===== src/sv/quoted_string_escape_decoder_defines.svh =====
// assertion macros used by the bundle queue module (qsed_fifo)
// no dependencies; define NO_ASSERTIONS to leave the checks out
`ifndef QUOTED_STRING_ESCAPE_DECODER_DEFINES_SVH
`define QUOTED_STRING_ESCAPE_DECODER_DEFINES_SVH
`ifndef NO_ASSERTIONS
// consequent must hold in the same cycle as the antecedent
`define ASSERT_HOLDS(label, clk, rst_n, ante, cons) \
    label: assert property (@(posedge clk) disable iff (!rst_n) (ante) |-> (cons)) \
        else $error("assertion failed");
// consequent must hold in the cycle after the antecedent
`define ASSERT_NEXT(label, clk, rst_n, ante, cons) \
    label: assert property (@(posedge clk) disable iff (!rst_n) (ante) |=> (cons)) \
        else $error("assertion failed");
`else
`define ASSERT_HOLDS(label, clk, rst_n, ante, cons)
`define ASSERT_NEXT(label, clk, rst_n, ante, cons)
`endif
`endif


===== src/sv/qsed_pkg.sv =====
// shared types and constants of the quoted string escape decoder
// no dependencies
`timescale 1ns / 1ps
`default_nettype none

package qsed_pkg;

    // queue between the classifier and the output side
    localparam int QUEUE_DEPTH = 4;

    // at most three result words per input byte
    localparam int MAX_RES = 3;
    localparam int RCNT_W  = $clog2(MAX_RES + 1);

    // status codes
    localparam logic [2:0] ST_OK    = 3'd0;
    localparam logic [2:0] ST_OPEN  = 3'd1;
    localparam logic [2:0] ST_CLOSE = 3'd2;
    localparam logic [2:0] ST_NULL  = 3'd3;
    localparam logic [2:0] ST_BIG   = 3'd4;

    typedef logic [RCNT_W-1:0] t_rcnt;

    // one result word
    typedef struct packed {
        logic [7:0] data;
        logic       has;
        logic       eos;
        logic [2:0] status;
    } t_result;

    // all result words caused by one input byte
    typedef struct packed {
        t_rcnt                 cnt;
        t_result [MAX_RES-1:0] res;
    } t_bundle;

endpackage

`default_nettype wire


===== src/sv/qsed_front.sv =====
// classifier: accepts raw bytes, tracks the escape phase, builds result bundles
// depends on qsed_pkg
`timescale 1ns / 1ps
`default_nettype none

module qsed_front (
    input  wire logic              i_clk,
    input  wire logic              i_rst_n,
    input  wire logic              i_in_valid,
    output logic                   o_in_stall,
    input  wire logic [7:0]        i_in_byte,
    input  wire logic              i_first,
    input  wire logic              i_final_byte,
    output logic                   o_push,
    output qsed_pkg::t_bundle      o_bundle,
    input  wire logic              i_full
);
    import qsed_pkg::*;

    // phase codes
    localparam logic [2:0] PH_IDLE   = 3'd0;
    localparam logic [2:0] PH_BODY   = 3'd1;
    localparam logic [2:0] PH_ESC    = 3'd2;
    localparam logic [2:0] PH_ESC_X  = 3'd3;
    localparam logic [2:0] PH_ESC_XH = 3'd4;
    localparam logic [2:0] PH_OCT    = 3'd5;
    localparam logic [2:0] PH_DONE   = 3'd6;

    localparam logic [7:0] CH_QUOTE  = 8'h22;
    localparam logic [7:0] CH_BSLASH = 8'h5C;
    localparam logic [7:0] CH_X      = 8'h78;

    // hex digit value with a valid flag on top
    function automatic logic [4:0] f_hex(input logic [7:0] c);
        logic [4:0] r;
        r = '0;
        if (c >= 8'h30 && c <= 8'h39) begin
            r = {1'b1, c[3:0]};
        end else if ((c >= 8'h61 && c <= 8'h66) || (c >= 8'h41 && c <= 8'h46)) begin
            r = {1'b1, c[3:0] + 4'd9};
        end
        return r;
    endfunction

    // escaped control letters
    function automatic logic [7:0] f_letter(input logic [7:0] c);
        logic [7:0] r;
        case (c)
            8'h6E: r = 8'd10;
            8'h74: r = 8'd9;
            8'h76: r = 8'd11;
            8'h62: r = 8'd8;
            8'h72: r = 8'd13;
            8'h66: r = 8'd12;
            8'h61: r = 8'd7;
            default: r = c;
        endcase
        return r;
    endfunction

    // append one word to a bundle
    function automatic t_bundle f_emit(input t_bundle b, input logic [7:0] d,
                                       input logic has, input logic [2:0] st);
        t_bundle r;
        r = b;
        if (b.cnt < t_rcnt'(MAX_RES)) begin
            r.res[b.cnt[RCNT_W-1:0]].data   = has ? d : 8'd0;
            r.res[b.cnt[RCNT_W-1:0]].has    = has;
            r.res[b.cnt[RCNT_W-1:0]].eos    = 1'b0;
            r.res[b.cnt[RCNT_W-1:0]].status = st;
            r.cnt = b.cnt + t_rcnt'(1);
        end
        return r;
    endfunction

    // end of string: merge into the last plain byte word, else a word of its own
    function automatic t_bundle f_finish(input t_bundle b, input logic [2:0] st);
        t_bundle r;
        t_rcnt   li;
        r  = b;
        li = b.cnt - t_rcnt'(1);
        if (b.cnt != '0 && b.res[li].has && b.res[li].status == ST_OK && !b.res[li].eos) begin
            r.res[li].eos    = 1'b1;
            r.res[li].status = st;
        end else begin
            r = f_emit(b, 8'd0, 1'b0, st);
            r.res[b.cnt].eos = (b.cnt < t_rcnt'(MAX_RES)) ? 1'b1 : b.res[b.cnt].eos;
        end
        return r;
    endfunction

    // flush an octal escape
    function automatic t_bundle f_flush(input t_bundle b, input logic [8:0] win,
                                        input logic hi);
        t_bundle r;
        if (win[8] || hi) begin
            r = f_emit(b, win[7:0], win[7:0] != 8'd0, ST_BIG);
        end else if (win[7:0] == 8'd0) begin
            r = f_emit(b, 8'd0, 1'b0, ST_NULL);
        end else begin
            r = f_emit(b, win[7:0], 1'b1, ST_OK);
        end
        return r;
    endfunction

    // ordinary text byte
    function automatic t_bundle f_body(input t_bundle b, input logic [7:0] c,
                                       input logic fin);
        t_bundle r;
        r = b;
        if (c == 8'd0) begin
            r = f_finish(b, ST_CLOSE);
        end else if (c == CH_QUOTE) begin
            r = f_finish(b, ST_OK);
        end else if (c == CH_BSLASH) begin
            if (fin) r = f_finish(b, ST_CLOSE);
        end else begin
            r = f_emit(b, c, 1'b1, ST_OK);
            if (fin) r = f_finish(r, ST_CLOSE);
        end
        return r;
    endfunction

    // phase after an ordinary text byte
    function automatic logic [2:0] f_body_phase(input logic [7:0] c, input logic fin);
        logic [2:0] r;
        if (c == 8'd0 || c == CH_QUOTE || fin) begin
            r = PH_DONE;
        end else if (c == CH_BSLASH) begin
            r = PH_ESC;
        end else begin
            r = PH_BODY;
        end
        return r;
    endfunction

    logic [2:0] r_phase, n_phase;
    logic [7:0] r_pend,  n_pend;
    logic [8:0] r_win,   n_win;
    logic       r_hi,    n_hi;

    t_bundle    bnd;
    logic [4:0] hv;
    logic [4:0] hp;
    logic       is_oct;
    logic [8:0] oct_win;
    logic       oct_hi;
    logic       accept;

    assign o_in_stall = i_full;
    assign accept     = i_in_valid && !i_full;

    // decode of one byte
    always_comb begin
        bnd     = '0;
        n_phase = r_phase;
        n_pend  = r_pend;
        n_win   = r_win;
        n_hi    = r_hi;
        hv      = f_hex(i_in_byte);
        hp      = f_hex(r_pend);
        is_oct  = (i_in_byte[7:3] == 5'b00110);
        oct_win = {r_win[5:0], i_in_byte[2:0]};
        oct_hi  = r_hi || (r_win[8:6] != 3'd0);
        if (i_first) begin
            n_win   = '0;
            n_hi    = 1'b0;
            n_pend  = '0;
            n_phase = PH_BODY;
            if (i_in_byte != CH_QUOTE) bnd = f_emit(bnd, 8'd0, 1'b0, ST_OPEN);
            if (i_final_byte) begin
                bnd     = f_finish(bnd, ST_CLOSE);
                n_phase = PH_DONE;
            end
        end else begin
            case (r_phase)
                PH_BODY: begin
                    bnd     = f_body(bnd, i_in_byte, i_final_byte);
                    n_phase = f_body_phase(i_in_byte, i_final_byte);
                end
                PH_ESC: begin
                    if (i_in_byte == 8'd0) begin
                        bnd     = f_finish(bnd, ST_CLOSE);
                        n_phase = PH_DONE;
                    end else if (i_in_byte == CH_X) begin
                        n_phase = PH_ESC_X;
                        if (i_final_byte) begin
                            bnd     = f_emit(bnd, CH_X, 1'b1, ST_OK);
                            bnd     = f_finish(bnd, ST_CLOSE);
                            n_phase = PH_DONE;
                        end
                    end else if (is_oct) begin
                        n_win   = {6'd0, i_in_byte[2:0]};
                        n_hi    = 1'b0;
                        n_phase = PH_OCT;
                        if (i_final_byte) begin
                            bnd     = f_flush(bnd, {6'd0, i_in_byte[2:0]}, 1'b0);
                            bnd     = f_finish(bnd, ST_CLOSE);
                            n_win   = '0;
                            n_phase = PH_DONE;
                        end
                    end else begin
                        bnd     = f_emit(bnd, f_letter(i_in_byte), 1'b1, ST_OK);
                        n_phase = PH_BODY;
                        if (i_final_byte) begin
                            bnd     = f_finish(bnd, ST_CLOSE);
                            n_phase = PH_DONE;
                        end
                    end
                end
                PH_ESC_X: begin
                    if (hv[4]) begin
                        n_pend  = i_in_byte;
                        n_phase = PH_ESC_XH;
                        if (i_final_byte) begin
                            bnd     = f_emit(bnd, CH_X, 1'b1, ST_OK);
                            bnd     = f_emit(bnd, i_in_byte, 1'b1, ST_OK);
                            bnd     = f_finish(bnd, ST_CLOSE);
                            n_phase = PH_DONE;
                        end
                    end else begin
                        bnd     = f_emit(bnd, CH_X, 1'b1, ST_OK);
                        bnd     = f_body(bnd, i_in_byte, i_final_byte);
                        n_phase = f_body_phase(i_in_byte, i_final_byte);
                    end
                end
                PH_ESC_XH: begin
                    if (hv[4]) begin
                        if ({hp[4] ? hp[3:0] : 4'd0, hv[3:0]} == 8'd0) begin
                            bnd = f_emit(bnd, 8'd0, 1'b0, ST_NULL);
                        end else begin
                            bnd = f_emit(bnd, {hp[4] ? hp[3:0] : 4'd0, hv[3:0]}, 1'b1, ST_OK);
                        end
                        n_phase = PH_BODY;
                        if (i_final_byte) begin
                            bnd     = f_finish(bnd, ST_CLOSE);
                            n_phase = PH_DONE;
                        end
                    end else begin
                        bnd     = f_emit(bnd, CH_X, 1'b1, ST_OK);
                        bnd     = f_emit(bnd, r_pend, 1'b1, ST_OK);
                        bnd     = f_body(bnd, i_in_byte, i_final_byte);
                        n_phase = f_body_phase(i_in_byte, i_final_byte);
                    end
                end
                PH_OCT: begin
                    if (is_oct) begin
                        n_win = oct_win;
                        n_hi  = oct_hi;
                        if (i_final_byte) begin
                            bnd     = f_flush(bnd, oct_win, oct_hi);
                            bnd     = f_finish(bnd, ST_CLOSE);
                            n_win   = '0;
                            n_hi    = 1'b0;
                            n_phase = PH_DONE;
                        end
                    end else begin
                        bnd     = f_flush(bnd, r_win, r_hi);
                        n_win   = '0;
                        n_hi    = 1'b0;
                        bnd     = f_body(bnd, i_in_byte, i_final_byte);
                        n_phase = f_body_phase(i_in_byte, i_final_byte);
                    end
                end
                default: begin
                    n_phase = r_phase;
                end
            endcase
        end
    end

    assign o_push   = accept && (bnd.cnt != '0);
    assign o_bundle = bnd;

    // phase and escape state
    always_ff @(posedge i_clk) begin
        if (!i_rst_n) begin
            r_phase <= PH_IDLE;
            r_pend  <= '0;
            r_win   <= '0;
            r_hi    <= 1'b0;
        end else if (accept) begin
            r_phase <= n_phase;
            r_pend  <= n_pend;
            r_win   <= n_win;
            r_hi    <= n_hi;
        end
    end

endmodule

`default_nettype wire


===== src/sv/qsed_fifo.sv =====
// short queue of result bundles between the classifier and the output side
// depends on qsed_pkg and the assertion macro header
`timescale 1ns / 1ps
`default_nettype none
`include "quoted_string_escape_decoder_defines.svh"

module qsed_fifo #(
    parameter int DEPTH = qsed_pkg::QUEUE_DEPTH
) (
    input  wire logic              i_clk,
    input  wire logic              i_rst_n,
    input  wire logic              i_push,
    input  wire qsed_pkg::t_bundle i_data,
    output logic                   o_full,
    input  wire logic              i_pop,
    output qsed_pkg::t_bundle      o_data,
    output logic                   o_empty
);
    import qsed_pkg::*;

    localparam int AW = (DEPTH > 1) ? $clog2(DEPTH) : 1;
    localparam int CW = $clog2(DEPTH + 1);

    t_bundle         r_mem [DEPTH];
    logic [AW-1:0]   r_wr, r_rd;
    logic [CW-1:0]   r_count;

    assign o_full  = (r_count == CW'(DEPTH));
    assign o_empty = (r_count == '0);
    assign o_data  = r_mem[r_rd];

    // storage
    always_ff @(posedge i_clk) begin
        if (i_push) begin
            r_mem[r_wr] <= i_data;
        end
    end

    // pointers and fill count
    always_ff @(posedge i_clk) begin
        if (!i_rst_n) begin
            r_wr    <= '0;
            r_rd    <= '0;
            r_count <= '0;
        end else begin
            if (i_push) begin
                r_wr <= (r_wr == AW'(DEPTH - 1)) ? '0 : r_wr + AW'(1);
            end
            if (i_pop) begin
                r_rd <= (r_rd == AW'(DEPTH - 1)) ? '0 : r_rd + AW'(1);
            end
            if (i_push && !i_pop) begin
                r_count <= r_count + CW'(1);
            end else if (i_pop && !i_push) begin
                r_count <= r_count - CW'(1);
            end
        end
    end

    // checks
    `ASSERT_HOLDS(a_no_overflow, i_clk, i_rst_n, i_push, !o_full)
    `ASSERT_HOLDS(a_no_underflow, i_clk, i_rst_n, i_pop, !o_empty)
    `ASSERT_HOLDS(a_count_range, i_clk, i_rst_n, 1'b1, r_count <= CW'(DEPTH))
    `ASSERT_NEXT(a_count_up, i_clk, i_rst_n, i_push && !i_pop, r_count == $past(r_count) + CW'(1))

endmodule

`default_nettype wire


===== src/sv/qsed_back.sv =====
// output side: walks the words of the head bundle into an output register
// depends on qsed_pkg
`timescale 1ns / 1ps
`default_nettype none

module qsed_back (
    input  wire logic              i_clk,
    input  wire logic              i_rst_n,
    input  wire qsed_pkg::t_bundle i_head,
    input  wire logic              i_empty,
    output logic                   o_pop,
    output logic                   o_out_valid,
    input  wire logic              i_out_stall,
    output logic [7:0]             o_out_byte,
    output logic                   o_has_byte,
    output logic                   o_end_of_string,
    output logic [2:0]             o_status,
    output logic                   o_run_last
);
    import qsed_pkg::*;

    logic    r_valid;
    t_result r_res;
    logic    r_last;
    t_rcnt   r_idx;

    logic    load;
    logic    take;
    logic    is_last;

    assign load    = !r_valid || !i_out_stall;
    assign take    = load && !i_empty;
    assign is_last = (r_idx == i_head.cnt - t_rcnt'(1));
    assign o_pop   = take && is_last;

    // word index inside the head bundle
    always_ff @(posedge i_clk) begin
        if (!i_rst_n) begin
            r_idx   <= '0;
            r_valid <= 1'b0;
        end else begin
            if (take) begin
                r_idx <= is_last ? '0 : r_idx + t_rcnt'(1);
            end
            if (load) begin
                r_valid <= !i_empty;
            end
        end
    end

    // output word register
    always_ff @(posedge i_clk) begin
        if (take) begin
            r_res  <= i_head.res[r_idx];
            r_last <= is_last;
        end
    end

    assign o_out_valid     = r_valid;
    assign o_out_byte      = r_res.data;
    assign o_has_byte      = r_res.has;
    assign o_end_of_string = r_res.eos;
    assign o_status        = r_res.status;
    assign o_run_last      = r_last;

endmodule

`default_nettype wire


===== src/sv/quoted_string_escape_decoder.sv =====
// a result word is written into a queue entry at the edge that accepts its byte,
//   then loaded from the queue into the output register
// throughput: one byte per cycle while each byte gives at most one word and the output is not stalled;
//   a byte with more than one word holds the output side until each word is loaded
// the bundle queue (QUEUE_DEPTH deep) lets input run ahead of a stalled output
// synchronous active-low reset clears phase, queue and output valid; no clearing pass
`timescale 1ns / 1ps
`default_nettype none

module quoted_string_escape_decoder #(
    parameter int QUEUE_DEPTH = qsed_pkg::QUEUE_DEPTH
) (
    input  wire logic       i_clk,
    input  wire logic       i_rst_n,
    input  wire logic       i_in_valid,
    output logic            o_in_stall,
    input  wire logic [7:0] i_in_byte,
    input  wire logic       i_first,
    input  wire logic       i_final_byte,
    output logic            o_out_valid,
    input  wire logic       i_out_stall,
    output logic [7:0]      o_out_byte,
    output logic            o_has_byte,
    output logic            o_end_of_string,
    output logic [2:0]      o_status,
    output logic            o_run_last
);
    import qsed_pkg::*;

    logic    push;
    logic    pop;
    logic    full;
    logic    empty;
    t_bundle push_data;
    t_bundle head;

    // classifier
    qsed_front u_front (
        .i_clk        (i_clk),
        .i_rst_n      (i_rst_n),
        .i_in_valid   (i_in_valid),
        .o_in_stall   (o_in_stall),
        .i_in_byte    (i_in_byte),
        .i_first      (i_first),
        .i_final_byte (i_final_byte),
        .o_push       (push),
        .o_bundle     (push_data),
        .i_full       (full)
    );

    // bundle queue
    qsed_fifo #(
        .DEPTH (QUEUE_DEPTH)
    ) u_fifo (
        .i_clk   (i_clk),
        .i_rst_n (i_rst_n),
        .i_push  (push),
        .i_data  (push_data),
        .o_full  (full),
        .i_pop   (pop),
        .o_data  (head),
        .o_empty (empty)
    );

    // output side
    qsed_back u_back (
        .i_clk           (i_clk),
        .i_rst_n         (i_rst_n),
        .i_head          (head),
        .i_empty         (empty),
        .o_pop           (pop),
        .o_out_valid     (o_out_valid),
        .i_out_stall     (i_out_stall),
        .o_out_byte      (o_out_byte),
        .o_has_byte      (o_has_byte),
        .o_end_of_string (o_end_of_string),
        .o_status        (o_status),
        .o_run_last      (o_run_last)
    );

endmodule

`default_nettype wire

===== config.mk =====
export PLATFORM = sky130hd
export DESIGN_NAME = quoted_string_escape_decoder
export DESIGN_NICKNAME = d
export VERILOG_FILES = /design/src/sv/qsed_pkg.sv /design/src/sv/qsed_front.sv /design/src/sv/qsed_fifo.sv /design/src/sv/qsed_back.sv /design/src/sv/quoted_string_escape_decoder.sv
export VERILOG_INCLUDE_DIRS = /design/src /design/src/sv
export SDC_FILE = /design/constraint.sdc
export NUM_CORES = 1
export LEC_CHECK = 0
export BUFFER_PORTS_ARGS = -buffer_cell sky130_fd_sc_hd__buf_4
export CAP_MARGIN = 30
export CORE_UTILIZATION = 50
export DETAILED_ROUTE_END_ITERATION = 10
export PLACE_DENSITY = 0.71
export SYNTH_ARGS = -nofsm -noshare
export SYNTH_HDL_FRONTEND = slang
export SYNTH_SLANG_ARGS = --single-unit

===== constraint.sdc =====
create_clock -name i_clk -period 4.2 [get_ports i_clk]
set_input_delay 0.21 -clock i_clk [delete_from_list [all_inputs] [get_ports i_clk]]
set_output_delay 0.21 -clock i_clk [all_outputs]
set_load 0.01 [all_outputs]

==> impl_metrics.tcl <==
set metrics [dict create \
    cts_buffers 17 \
    synth_area_um2 9654 \
    cp_max_fo 8 \
    grt_pass1_wl_mm 40.94 \
    status "finished clean" \
    drtIter0Drc 533 \
    hold_end "u_back.o_out_valid" \
    hold_violations 0 \
    ys_seq_elements 191 \
    min_path_cells 3 \
    arrival_ps 4120 \
    fmax_mhz 265.8 \
    place_congestion 0.9316 \
    cts_buffer_depth 2 \
    die-area_um2 19870 \
    top_level_ports 30 \
    vias_per_cell 6.281 \
    yosysWarnings 0 \
    ys_types 84 \
    synth_edf_count 158 \
    regToRegSetupSlack_ps 440 \
    diodes 0 \
    period_needed_ps 3763 \
    first_pass_iters 5 \
    die_h_um 141.0 \
    syn_area_per_cell_um2 12.57 \
    hpwl_mm 18.97 \
    vias 6689 \
    cp-start-kind "register" \
    wl_per_cell_um 24.98 \
    fin_worst_skew_ps 17.05 \
    grt_pass1_vias 6726 \
    overflow 0 \
    start_util_pct 51.27 \
    timing.final.crit_share_pct 89.59 \
    worst-setup-path-type "reg -> reg" \
    grt_max_degree 35 \
    numClockSinks 191 \
    die_width_um 141.0 \
    root_buffer "clkbuf_16" \
    vdd_ir_drop_max_uv 462.3 \
    worst_pin_slew_ps 900.5 \
    holdCritPathClass "in -> reg" \
    reg2reg_to "u_fifo.r_count[2]" \
    post_cts_resized 0 \
    ctsHoldBuffers 0 \
    async_flop_share_pct 0 \
    htreeDepth 4 \
    num_rows 50 \
    wl_mm 26.61 \
    cts_tree "built" \
    fin_util_pct 57.67 \
    cap_viol_max_count 0 \
    drive_above_1_share_pct 18.76 \
    slew_violations 0 \
    regArea_um2 5406 \
    hold_path.startpoint "i_out_stall" \
    cp_data_required_time_ps 4560 \
    route.detailed.drc 0 \
    ys_seq_area_share_pct 55.99 \
    leakagePower_nw 3.684 \
    crit_slowest_cell "dfxtp_1" \
    synthToLayoutAreaGrowth_pct 12.49 \
    grt_setup_unrepaired "false" \
    multi_input_area_um2 3960 \
    clkLatencyLatePin_ps 440 \
    cp-end-kind "register" \
    crit-reg2reg-launch "u_front.r_pend[0]" \
    cts_setup_buffers 0 \
    fillerInstances 1564 \
    yosys-top-cells-area "edfxtp_1, mux4_2, dfxtp_1" \
    layout_common_cells "edfxtp_1, nand2_1, buf_4" \
    netlist_instances 768 \
    ff2ff_path_depth 13 \
    numPortBuffers 29 \
    layout.nets 825 \
    setup_viol 0 \
    critPathMaxStageDelay_ps 490 \
    mostFrequentLayoutCell "edfxtp_1" \
    clk_pin_slew_ps 70 \
    power_density_nw_per_um2 500.6 \
    ys_dominant_reg_cell "edfxtp_1" \
    antenna_found_initial 0 \
    tns_ps 0 \
    postRouteAntennaNets 0 \
    max-slew-margin-rel_pct 39.46 \
    core_um2 18830 \
    path_cells "inv_1 -> ha_1 -> nand4bb_1 -> a21o_1 -> a221oi_1 -> a211oi_1 -> a41oi_4 -> ha_1 -> inv_1 -> fa_1 -> xor2_1 -> or3_1 -> a21boi_0" \
    synthesis.nets 801 \
    yosysTopAreaCellShare_pct 49.14 \
    grt_usage_pct 28.39 \
    yosys.area.top_type "edfxtp_1" \
]
[worst max path at each step]
stage,start,endpoint,slack [ps],cells after the start
after floorplan,i_in_byte[0],u_fifo.r_count[2],450,15
final,u_front.r_pend[0],u_fifo.r_count[2],440,13
after global routing,u_front.r_pend[0],u_fifo.r_count[2],180,13
after detailed placement,i_in_byte[1],u_fifo.r_count[2],220,15
after CTS,u_front.r_pend[0],u_fifo.r_count[2],390,13
after global placement,i_in_byte[1],u_fifo.r_mem[1][38],330,10
[sequential cells by signal, indices dropped and copies added, names as in the netlist, named ones only]
signal and cells:
u_back.r_idx 2, u_back.o_out_valid 1, u_back.o_has_byte 1, u_fifo.r_mem 144
u_fifo.r_count 3, u_front.r_pend 8, u_fifo.r_rd 2, u_back.o_run_last 1
u_back.o_status 3, u_front.r_phase 3, u_fifo.r_wr 2, u_front.r_hi 1
u_front.r_win 9, u_back.o_out_byte 8, u_back.o_end_of_string 1
[kinds of logic (layout without fill, tap and decap cells)]
family          count (synthesis)  count (layout)  synth area share (%)
fa+ha+maj                      19              19                 2.540
flops                         191             191                 55.99
buf+inv                        74             111                 3.085
xor+xnor                        4               4                0.3629
compound gates                184             184                 13.69
simple gates                  236             236                 13.44
mux                            60              60                 10.90
[through the flow]
stage	setup slack [ps]	total power, mW	cell area [µm²]	hold slack, ps	instances
after floorplan	454.3	3.345	9654	358.8	768
after global placement	331.8	3.814	10160	459.5	1029
after detailed placement	215.6	3.849	10240	467.3	1033
after CTS	392.7	5.478	10860	57.32	1065
after global routing	179.1	5.666	10860	100.6	1065
final	437.2	5.437	10860	63.57	1065
[cell type report]
type / instances / share of cell area, %
Sequential cell: 191 / 49.78
Multi-Input combinational cell: 503 / 36.46
Timing Repair Buffer: 55 / 4.263
Clock buffer: 17 / 3.917
Tap cell: 260 / 2.995
Clock inverter: 15 / 1.751
Inverter: 24 / 0.8295
[cell usage after synthesis, types with 3 or more instances]
master	count
a221oi_1	3
nand2b_1	11
a21oi_1	38
or3_1	8
o21ai_1	16
a31oi_1	12
dfxtp_1	33
a21boi_1	11
mux2i_1	23
nor2b_1	15
o22ai_1	13
buf_1	5
nand3b_1	5
a22o_1	8
nand3_1	21
nor3_1	16
edfxtp_1	158
nor3_2	3
mux4_2	36
a21o_1	5
a22oi_1	7
nand2_1	60
and2_1	15
buf_2	7
nor3b_1	7
inv_1	22
nand4_1	4
ha_1	18
nor4_1	4
nor2_1	35
clkbuf_1	36
and3_1	12
o21a_1	7
a21boi_0	3
o211ai_1	8
o32ai_1	3
o21ai_0	16
a211oi_1	4
xnor2_1	3
[layer usage]
layer	track usage, %	share of wire (%)
met1	37.55	42
met2	47.11	49
met3	4.450	5.2
met4	11.33	3.3
met5	0	0
[critical path: cells and delay by family, from the launching register on]
| family | cells | cell delay [ps] |
|---|---|---|
| AOI/OAI and AO/OA | 5 | 1310 |
| adders and majority gates | 3 | 1020 |
| and+or+nand+nor | 2 | 500 |
| DFF | 1 | 490 |
| buffers and inverters | 2 | 200 |
| xor gates and xnor gates | 1 | 150 |
[where the power goes]
part / switching (mW) / leakage [nW] / internal [mW] / total, mW
sequential: 0.0957 / 1.71 / 2.31 / 2.41
clock: 0.780 / 0.292 / 0.860 / 1.64
combinational: 0.800 / 1.68 / 0.589 / 1.39
total: 1.68 / 3.68 / 3.76 / 5.44
Note: power is estimated with default switching activity, not from simulation.
